<file path="config.mk">
export PLATFORM = sky130hd
export DESIGN_NAME = console_line_editor
export DESIGN_NICKNAME = d
export VERILOG_FILES = /design/src/rtl/cle_pkg.sv /design/src/rtl/cle_front.sv /design/src/rtl/cle_queue.sv /design/src/rtl/cle_back.sv /design/src/rtl/console_line_editor.sv
export SDC_FILE = /design/constraint.sdc
export NUM_CORES = 1
export LEC_CHECK = 0
export BUFFER_PORTS_ARGS = -buffer_cell sky130_fd_sc_hd__buf_4
export CAP_MARGIN = 20
export CORE_MARGIN = 2
export CORE_UTILIZATION = 45
export DETAILED_ROUTE_END_ITERATION = 10
export SYNTH_ARGS = -nofsm -noshare
export SYNTH_HDL_FRONTEND = slang
export SYNTH_HIERARCHICAL = 1
export SYNTH_SLANG_ARGS = --single-unit
</file>
<file path="constraint.sdc">
create_clock -name clk -period 3.92 [get_ports clk]
set_clock_uncertainty 0.1 [all_clocks]
set_input_delay 0.392 -clock clk [delete_from_list [all_inputs] [get_ports clk]]
set_output_delay 0.392 -clock clk [all_outputs]
set_load 0.005 [all_outputs]
</file>
<file path="src/rtl/cle_pkg.sv">
package cle_pkg;

    // Character codes
    localparam logic [7:0] CH_BELL   = 8'h07;
    localparam logic [7:0] CH_BS     = 8'h08;
    localparam logic [7:0] CH_LF     = 8'h0A;
    localparam logic [7:0] CH_CR     = 8'h0D;
    localparam logic [7:0] CH_CTRL_U = 8'h15;
    localparam logic [7:0] CH_SP     = 8'h20;
    localparam logic [7:0] CH_HASH   = 8'h23;
    localparam logic [7:0] CH_AT     = 8'h40;
    localparam logic [7:0] CH_DEL    = 8'h7F;
    localparam logic [7:0] CH_NUL    = 8'h00;

    // Limit register
    localparam int          LIMIT_W     = 6;
    localparam logic [5:0]  LIMIT_RESET = 6'd32;

    // Command queue depth between front and back
    localparam int QDEPTH = 2;

    typedef enum logic [1:0] {
        CMD_PRINT = 2'd0,
        CMD_ERASE = 2'd1,
        CMD_KILL  = 2'd2,
        CMD_END   = 2'd3
    } cmd_kind_t;

    typedef struct packed {
        cmd_kind_t   kind;
        logic [6:0]  ch;
    } cmd_t;

endpackage

</file>
<file path="src/rtl/cle_front.sv">
module cle_front
    import cle_pkg::*;
(
    input  logic        s_tvalid,
    output logic        s_tready,
    input  logic [7:0]  s_tdata,      // [7:0] in_byte
    input  logic        q_full,
    output logic        q_push,
    output cmd_t        q_cmd
);

    logic keep;

    // Classify the incoming byte; ignored bytes are consumed without a command
    always_comb
    begin
        keep       = 1'b1;
        q_cmd.ch   = s_tdata[6:0];
        q_cmd.kind = CMD_PRINT;
        if (s_tdata == CH_LF || s_tdata == CH_CR)
        begin
            q_cmd.kind = CMD_END;
        end
        else if (s_tdata == CH_BS || s_tdata == CH_HASH || s_tdata == CH_DEL)
        begin
            q_cmd.kind = CMD_ERASE;
        end
        else if (s_tdata == CH_AT || s_tdata == CH_CTRL_U)
        begin
            q_cmd.kind = CMD_KILL;
        end
        else if (s_tdata >= CH_SP && s_tdata < CH_DEL)
        begin
            q_cmd.kind = CMD_PRINT;
        end
        else
        begin
            keep = 1'b0;
        end
    end

    assign s_tready = !q_full;
    assign q_push   = s_tvalid && !q_full && keep;

endmodule

</file>
<file path="src/rtl/cle_queue.sv">
module cle_queue
    import cle_pkg::*;
(
    input  logic  clk,
    input  logic  rst_n,
    input  logic  push,
    input  cmd_t  push_cmd,
    input  logic  pop,
    output cmd_t  head_cmd,
    output logic  empty,
    output logic  full
);

    localparam int PTR_W = (QDEPTH > 1) ? $clog2(QDEPTH) : 1;
    localparam int CNT_W = $clog2(QDEPTH + 1);

    cmd_t              slot_reg [QDEPTH];
    logic [PTR_W-1:0]  wr_ptr_reg, wr_ptr_next;
    logic [PTR_W-1:0]  rd_ptr_reg, rd_ptr_next;
    logic [CNT_W-1:0]  count_reg, count_next;

    assign empty    = (count_reg == '0);
    assign full     = (count_reg == CNT_W'(QDEPTH));
    assign head_cmd = slot_reg[rd_ptr_reg];

    // Pointer and count update
    always_comb
    begin
        wr_ptr_next = wr_ptr_reg;
        rd_ptr_next = rd_ptr_reg;
        count_next  = count_reg;
        if (push)
        begin
            wr_ptr_next = (wr_ptr_reg == PTR_W'(QDEPTH - 1)) ? '0 : wr_ptr_reg + 1'b1;
        end
        if (pop)
        begin
            rd_ptr_next = (rd_ptr_reg == PTR_W'(QDEPTH - 1)) ? '0 : rd_ptr_reg + 1'b1;
        end
        if (push && !pop)
        begin
            count_next = count_reg + 1'b1;
        end
        else if (pop && !push)
        begin
            count_next = count_reg - 1'b1;
        end
    end

    always_ff @(posedge clk or negedge rst_n)
    begin
        if (!rst_n)
        begin
            wr_ptr_reg <= '0;
            rd_ptr_reg <= '0;
            count_reg  <= '0;
        end
        else
        begin
            wr_ptr_reg <= wr_ptr_next;
            rd_ptr_reg <= rd_ptr_next;
            count_reg  <= count_next;
        end
    end

    // Payload slots
    always_ff @(posedge clk)
    begin
        if (push)
        begin
            slot_reg[wr_ptr_reg] <= push_cmd;
        end
    end

endmodule

</file>
<file path="src/rtl/cle_back.sv">
module cle_back
    import cle_pkg::*;
#(
    parameter int LINE_BYTES = 32
)
(
    input  logic                clk,
    input  logic                rst_n,
    input  logic                cfg_wr_en,
    input  logic [LIMIT_W-1:0]  cfg_wr_data,
    input  logic                q_empty,
    input  cmd_t                q_cmd,
    output logic                q_pop,
    output logic                m_tvalid,
    input  logic                m_tready,
    output logic [7:0]          m_tdata,
    output logic                m_tuser,
    output logic                m_tlast
);

    localparam int ADDR_W = $clog2(LINE_BYTES);

    typedef enum logic [6:0] {
        ST_IDLE     = 7'b0000001,
        ST_ERASE_SP = 7'b0000010,
        ST_ERASE_BS = 7'b0000100,
        ST_KILL_CR  = 7'b0001000,
        ST_LINE_RD  = 7'b0010000,
        ST_LINE_OUT = 7'b0100000,
        ST_LINE_END = 7'b1000000
    } state_t;

    state_t              state_reg, state_next;
    logic [LIMIT_W-1:0]  limit_reg;
    logic [ADDR_W-1:0]   len_reg, len_next;
    logic [ADDR_W-1:0]   idx_reg, idx_next;

    logic                out_valid_reg, out_valid_next;
    logic [7:0]          out_byte_reg, out_byte_next;
    logic                out_dest_reg, out_dest_next;
    logic                out_last_reg, out_last_next;

    logic [6:0]          store_mem [LINE_BYTES];
    logic [6:0]          rd_data_reg;
    logic                mem_we;

    logic                slot_free;
    logic [6:0]          lim_eff;
    logic [6:0]          capacity;
    logic                has_room;

    // Capacity: min(limit, LINE_BYTES) - 1, zero for a limit of 0 or 1
    always_comb
    begin
        lim_eff  = ({1'b0, limit_reg} > 7'(LINE_BYTES)) ? 7'(LINE_BYTES) : {1'b0, limit_reg};
        capacity = (lim_eff == '0) ? '0 : lim_eff - 1'b1;
        has_room = (7'(len_reg) < capacity);
    end

    assign slot_free = !out_valid_reg || m_tready;

    // Sequencer
    always_comb
    begin
        state_next     = state_reg;
        len_next       = len_reg;
        idx_next       = idx_reg;
        out_valid_next = out_valid_reg && !m_tready;
        out_byte_next  = out_byte_reg;
        out_dest_next  = out_dest_reg;
        out_last_next  = out_last_reg;
        q_pop          = 1'b0;
        mem_we         = 1'b0;

        case (state_reg)
            ST_IDLE:
            begin
                if (!q_empty && slot_free)
                begin
                    q_pop = 1'b1;
                    case (q_cmd.kind)
                        CMD_PRINT:
                        begin
                            out_valid_next = 1'b1;
                            out_dest_next  = 1'b0;
                            out_last_next  = 1'b1;
                            if (has_room)
                            begin
                                mem_we        = 1'b1;
                                len_next      = len_reg + 1'b1;
                                out_byte_next = {1'b0, q_cmd.ch};
                            end
                            else
                            begin
                                out_byte_next = CH_BELL;
                            end
                        end
                        CMD_ERASE:
                        begin
                            if (len_reg != '0)
                            begin
                                len_next       = len_reg - 1'b1;
                                out_valid_next = 1'b1;
                                out_byte_next  = CH_BS;
                                out_dest_next  = 1'b0;
                                out_last_next  = 1'b0;
                                state_next     = ST_ERASE_SP;
                            end
                        end
                        CMD_KILL:
                        begin
                            len_next       = '0;
                            out_valid_next = 1'b1;
                            out_byte_next  = CH_LF;
                            out_dest_next  = 1'b0;
                            out_last_next  = 1'b0;
                            state_next     = ST_KILL_CR;
                        end
                        CMD_END:
                        begin
                            idx_next       = '0;
                            out_valid_next = 1'b1;
                            out_byte_next  = CH_LF;
                            out_dest_next  = 1'b0;
                            out_last_next  = 1'b0;
                            state_next     = ST_LINE_RD;
                        end
                        default:
                        begin
                            state_next = ST_IDLE;
                        end
                    endcase
                end
            end
            ST_ERASE_SP:
            begin
                if (slot_free)
                begin
                    out_valid_next = 1'b1;
                    out_byte_next  = CH_SP;
                    out_dest_next  = 1'b0;
                    out_last_next  = 1'b0;
                    state_next     = ST_ERASE_BS;
                end
            end
            ST_ERASE_BS:
            begin
                if (slot_free)
                begin
                    out_valid_next = 1'b1;
                    out_byte_next  = CH_BS;
                    out_dest_next  = 1'b0;
                    out_last_next  = 1'b1;
                    state_next     = ST_IDLE;
                end
            end
            ST_KILL_CR:
            begin
                if (slot_free)
                begin
                    out_valid_next = 1'b1;
                    out_byte_next  = CH_CR;
                    out_dest_next  = 1'b0;
                    out_last_next  = 1'b1;
                    state_next     = ST_IDLE;
                end
            end
            ST_LINE_RD:
            begin
                // store read of idx is launched this cycle
                state_next = (idx_reg < len_reg) ? ST_LINE_OUT : ST_LINE_END;
            end
            ST_LINE_OUT:
            begin
                if (slot_free)
                begin
                    out_valid_next = 1'b1;
                    out_byte_next  = {1'b0, rd_data_reg};
                    out_dest_next  = 1'b1;
                    out_last_next  = 1'b0;
                    idx_next       = idx_reg + 1'b1;
                    state_next     = ST_LINE_RD;
                end
            end
            ST_LINE_END:
            begin
                if (slot_free)
                begin
                    out_valid_next = 1'b1;
                    out_byte_next  = CH_NUL;
                    out_dest_next  = 1'b1;
                    out_last_next  = 1'b1;
                    len_next       = '0;
                    state_next     = ST_IDLE;
                end
            end
            default:
            begin
                state_next = ST_IDLE;
            end
        endcase
    end

    // Control registers
    always_ff @(posedge clk or negedge rst_n)
    begin
        if (!rst_n)
        begin
            state_reg     <= ST_IDLE;
            len_reg       <= '0;
            idx_reg       <= '0;
            out_valid_reg <= 1'b0;
            limit_reg     <= LIMIT_RESET;
        end
        else
        begin
            state_reg     <= state_next;
            len_reg       <= len_next;
            idx_reg       <= idx_next;
            out_valid_reg <= out_valid_next;
            if (cfg_wr_en)
            begin
                limit_reg <= cfg_wr_data;
            end
        end
    end

    // Output payload
    always_ff @(posedge clk)
    begin
        out_byte_reg <= out_byte_next;
        out_dest_reg <= out_dest_next;
        out_last_reg <= out_last_next;
    end

    // Line store: one write port, one registered read port
    always_ff @(posedge clk)
    begin
        if (mem_we)
        begin
            store_mem[len_reg] <= q_cmd.ch;
        end
        rd_data_reg <= store_mem[idx_reg];
    end

    assign m_tvalid = out_valid_reg;
    assign m_tdata  = out_byte_reg;
    assign m_tuser  = out_dest_reg;
    assign m_tlast  = out_last_reg;

endmodule

</file>
<file path="src/rtl/console_line_editor.sv">
// Channel   Dir  Signals                         Contents
// s_        in   s_tvalid/s_tready/s_tdata       keyboard byte
// m_        out  m_tvalid/m_tready/m_tdata/      echo or line byte, dest, last
//                m_tuser/m_tlast
// cfg_      in   cfg_wr_en/cfg_wr_data           line limit
//
// Printable, erase and kill bytes: dequeue, then one beat per cycle while m_ is not
// stalled (1, 3 or 2 beats; an erase on an empty line gives none). Enter: newline beat,
// then for each kept character a registered store read and an output beat, then the
// terminator beat. The store read is registered in the sequencer (ST_LINE_RD).
// Reset clears the line length, the queue and the output register; limit resets to 32.
// A stall on m_ stops the sequencer; s_ keeps taking beats until the queue is full.
module console_line_editor
    import cle_pkg::*;
#(
    parameter int LINE_BYTES = 32
)
(
    input  logic                clk,
    input  logic                rst_n,
    input  logic                cfg_wr_en,
    input  logic [LIMIT_W-1:0]  cfg_wr_data,
    input  logic                s_tvalid,
    output logic                s_tready,
    input  logic [7:0]          s_tdata,     // [7:0] in_byte
    output logic                m_tvalid,
    input  logic                m_tready,
    output logic [7:0]          m_tdata,     // [7:0] out_byte
    output logic                m_tuser,     // [0] out_dest
    output logic                m_tlast
);

    logic q_push;
    logic q_pop;
    logic q_full;
    logic q_empty;
    cmd_t push_cmd;
    cmd_t head_cmd;

    cle_front u_front (
        .s_tvalid (s_tvalid),
        .s_tready (s_tready),
        .s_tdata  (s_tdata),
        .q_full   (q_full),
        .q_push   (q_push),
        .q_cmd    (push_cmd)
    );

    cle_queue u_queue (
        .clk      (clk),
        .rst_n    (rst_n),
        .push     (q_push),
        .push_cmd (push_cmd),
        .pop      (q_pop),
        .head_cmd (head_cmd),
        .empty    (q_empty),
        .full     (q_full)
    );

    cle_back #(
        .LINE_BYTES (LINE_BYTES)
    ) u_back (
        .clk         (clk),
        .rst_n       (rst_n),
        .cfg_wr_en   (cfg_wr_en),
        .cfg_wr_data (cfg_wr_data),
        .q_empty     (q_empty),
        .q_cmd       (head_cmd),
        .q_pop       (q_pop),
        .m_tvalid    (m_tvalid),
        .m_tready    (m_tready),
        .m_tdata     (m_tdata),
        .m_tuser     (m_tuser),
        .m_tlast     (m_tlast)
    );

endmodule
</file>
==> run_results.csv <==
group,metric,value,unit
timing,rsz0062_at_grt,"true",
grt,grt_pass1_wl,42900,um
final_layout,finalNonFillerCells,1139,
cts,clock-sinks,286,
grt,grt_pass1_vias,6884,
floorplanning,start_util,45.6,%
floorplanning,die_h,169,um
logic_synthesis,ys_warn_count,6,
placed_design,gp_congestion,0.851,
critical_path,slowest_delay,0.55,ns
timing,setup-violations-final,0,
power_and_ir_drop,powerDensity,706,nW/um2
floorplanning,rows,60,
timing,finalMaxSlewViolations,0,
route,drt_pre_antenna_iters,7,
route,via_per_inst,5.89,
placed_design,port_buffers,29,
cts,cts_tree,"done",
logic_synthesis,synth_mux_area_share,14.9,%
timing,period_needed,3.78,ns
logic_synthesis,synth_seq_cells,286,
logic_synthesis,avgSynthCellArea,17.4,um2
critical_path,crit_type,"flop to flop",
timing,max-slew-margin-rel,37.5,%
timing,tightest_slew,0.935,ns
logic_synthesis,synth_xor_area_share,1.36,%
grt,grt_start_max_net_pins,34,
logic_synthesis,synth_simple_gate_area_share,6.72,%
power_and_ir_drop,ir_drop,0.000381,V
final_layout,largest_reg_flops,224,
timing,finalHoldViolations,0,
cts,cts_buffer_depth,3,
critical_path,crit_chain,"nand2b_1 -> ha_1 -> nor4_2 -> o21a_1 -> a31oi_1 -> ha_1 -> a211o_1 -> nor4b_4 -> a21oi_2 -> a21o_2 -> or3_4 -> nor3_1 -> buf_4",
route,ant_nets,0,
logic_synthesis,synth_compound_area_share,4.00,%
floorplanning,die_x,169,um
flow_run,maxCapViolCount,0,
floorplanning,core_area,26800,um2
grt,overflow,0,
logic_synthesis,synth_top_family_by_area,"multiplexers",
status,status,"finished clean",
cts,cts_setup_buffers,0,
route,totalWireLength,28500,um
critical_path,worstSetupStartpointType,"flop",
grt,grt_usage,20.4,%
logic_synthesis,ys.flop_type,"edfxtp_1",
placed_design,placedCellCount,1070,
logic_synthesis,syn_inst,704,
cts,clk-insertion-delay-late,0.55,ns
power_and_ir_drop,leakage,0.00478,uW
final_layout,drive_gt1_share,29.3,%
floorplanning,dieArea,28500,um2
placed_design,dp_hpwl,18600,um
logic_synthesis,ys_seq_area_share,68.6,%
logic_synthesis,ys_types,63,
logic_synthesis,async_flop_share,9.79,%
route,drcViolationCount,0,
critical_path,cpMostUsedCell,"ha_1",
logic_synthesis,yosys.area_share.adder,1.70,%
placed_design,post_dp_cell_area,12900,um2
floorplanning,io_pins,31,
final_layout,syn_to_final_growth,15.8,%
final_layout,utilization,52.8,%
critical_path,required,4.07,ns
timing,fin_crit_sh,96.5,%
route,vias,6712,
critical_path,crit_fanout,8,
final_layout,design_area,14200,um2
route,wire_per_inst,25.0,um
critical_path,cp_slowest_cell,"dfstp_2",
cts,cts-root-buf,"clkbuf_16",
timing,whs,0.158,ns
timing,fmaxAchievable,0.264,GHz
cts,clk_pin_slew,0.06,ns
logic_synthesis,synth_nets,739,
hold_path,hp-class,"input port to flop",
cts,h-tree-depth,1,
critical_path,crit_arrival,3.93,ns
logic_synthesis,synth-edff-count,251,
timing,tns,0,ns
final_layout,nets,811,
critical_path,endpoint_kind,"flop",
cts,numCtsBuffers,29,
route,drtIter0Drc,571,
final_layout,diodes,0,
logic_synthesis,netlist_area,12200,um2
grt,antenna_found_initial,0,
layout make-up:
cell class	instances	area, um2
Fill cell	2072	12600
Sequential cell	286	8390
Multi-Input combinational cell	357	3550
Clock buffer	33	751
Timing Repair Buffer	87	723
Tap cell	341	427
Clock inverter	20	267
Inverter	15	56.3
power breakdown:
group | total [uW] | internal, uW | switching [uW]
sequential | 4170 | 3820 | 352
clock | 2910 | 1770 | 1140
combinational | 2910 | 1280 | 1640
total | 9990 | 6860 | 3130
logic make-up after synthesis:
kind of cell               Yosys count
AOI/OAI and AO/OA                   74
xor gates and xnor gates            19
adders and majority gates           16
buffers and inverters               61
DFF                                286
muxes                               92
other                                1
and+or+nand+nor                    155
Yosys cell counts, drive strengths merged, types with 3 or more instances:
library cell | n | share of area [%]
xnor2 | 5 | 0.36
clkbuf | 14 | 0.43
ha | 15 | 1.5
o22ai | 4 | 0.20
a22o | 3 | 0.21
mux2 | 22 | 2.0
nand3 | 7 | 0.29
edfxtp | 251 | 62
nor3 | 16 | 0.94
nand2 | 31 | 0.95
nor2 | 46 | 1.4
dfrtp | 26 | 5.3
nor2b | 5 | 0.26
nand4b | 3 | 0.21
dfxtp | 7 | 1.1
buf | 32 | 1.8
o21ai | 21 | 0.86
o31ai | 3 | 0.18
xor2 | 14 | 1.0
o21a | 5 | 0.31
nor4 | 13 | 0.72
a21o | 4 | 0.25
and2 | 4 | 0.20
mux4 | 70 | 13
inv | 15 | 0.46
nand4 | 5 | 0.26
nand2b | 7 | 0.36
a31oi | 4 | 0.20
or3 | 5 | 0.26
a211oi | 3 | 0.18
and3 | 4 | 0.20
a21oi | 11 | 0.45
per-layer routing:
| metal | GRT usage [%] | wire (um) | up-vias |
|---|---|---|---|
| li1 | - | - | 2948 |
| met1 | 27.4 | 11800 | 3482 |
| met2 | 35.2 | 14500 | 240 |
| met3 | 3.30 | 1700 | 42 |
| met4 | 4.54 | 515 | 0 |
| met5 | 0 | 0 | - |
worst paths after layout:
path	start	end	slack, ns	cells past startpoint
max	u_back/limit_reg[5]	u_back/store_mem[17][6]	0.14	13
min	s_tvalid	u_queue/wr_ptr_reg	0.16	3
max reg2reg	u_back/limit_reg[5]	u_back/store_mem[17][6]	0.14	13
min reg2reg	u_queue/count_reg[1]	u_queue/count_reg[1]	0.40	1
max in group asynchronous	rst_n	u_back/limit_reg[5]	3.18	2
min in group asynchronous	rst_n	u_back/state_reg[2]	0.22	2
worst max-delay path, delay by kind of cell (launching register included):
kind,cells,cell delay [ns]
AND/OR/NAND/NOR,5,1.12
AO/OA/AOI/OAI,5,1.05
flip-flops,1,0.55
adder cells (fa/ha/maj),2,0.47
buffers and inverters,1,0.20
stage by stage:
step                setup WS [ns]  total power (uW)
floorplan                   0.159              6100
global route              -0.0431             10400
finish                      0.139              9990
CTS                        0.0295             10000
global placement            0.158              7050
detailed placement        -0.0312              7090
cells in the final DEF (no fill, tap or decap), drive strengths merged, types with 6 or more instances in the layout:
cell / netlist / routed
nand3: 7 / 7
mux4: 70 / 70
clkinv: 0 / 8
mux2: 22 / 22
nor3: 16 / 16
nand2b: 7 / 7
nor4: 13 / 13
a21oi: 11 / 11
clkbuf: 14 / 33
nand2: 31 / 31
nor2: 46 / 46
buf: 32 / 72
inv: 15 / 16
dfrtp: 26 / 26
edfxtp: 251 / 251
dlygate4sd3: 0 / 15
xor2: 14 / 14
dfxtp: 7 / 7
o21ai: 21 / 21
bufinv: 0 / 6
ha: 15 / 15
what timing repair did:
item	4_1_cts	5_1_grt
hold buffers	15	0
endpoints found under the hold margin	48	0
resized for setup	2	5
endpoints found under the setup margin	17	119
No activity file was read; power rests on OpenSTA's default activity.
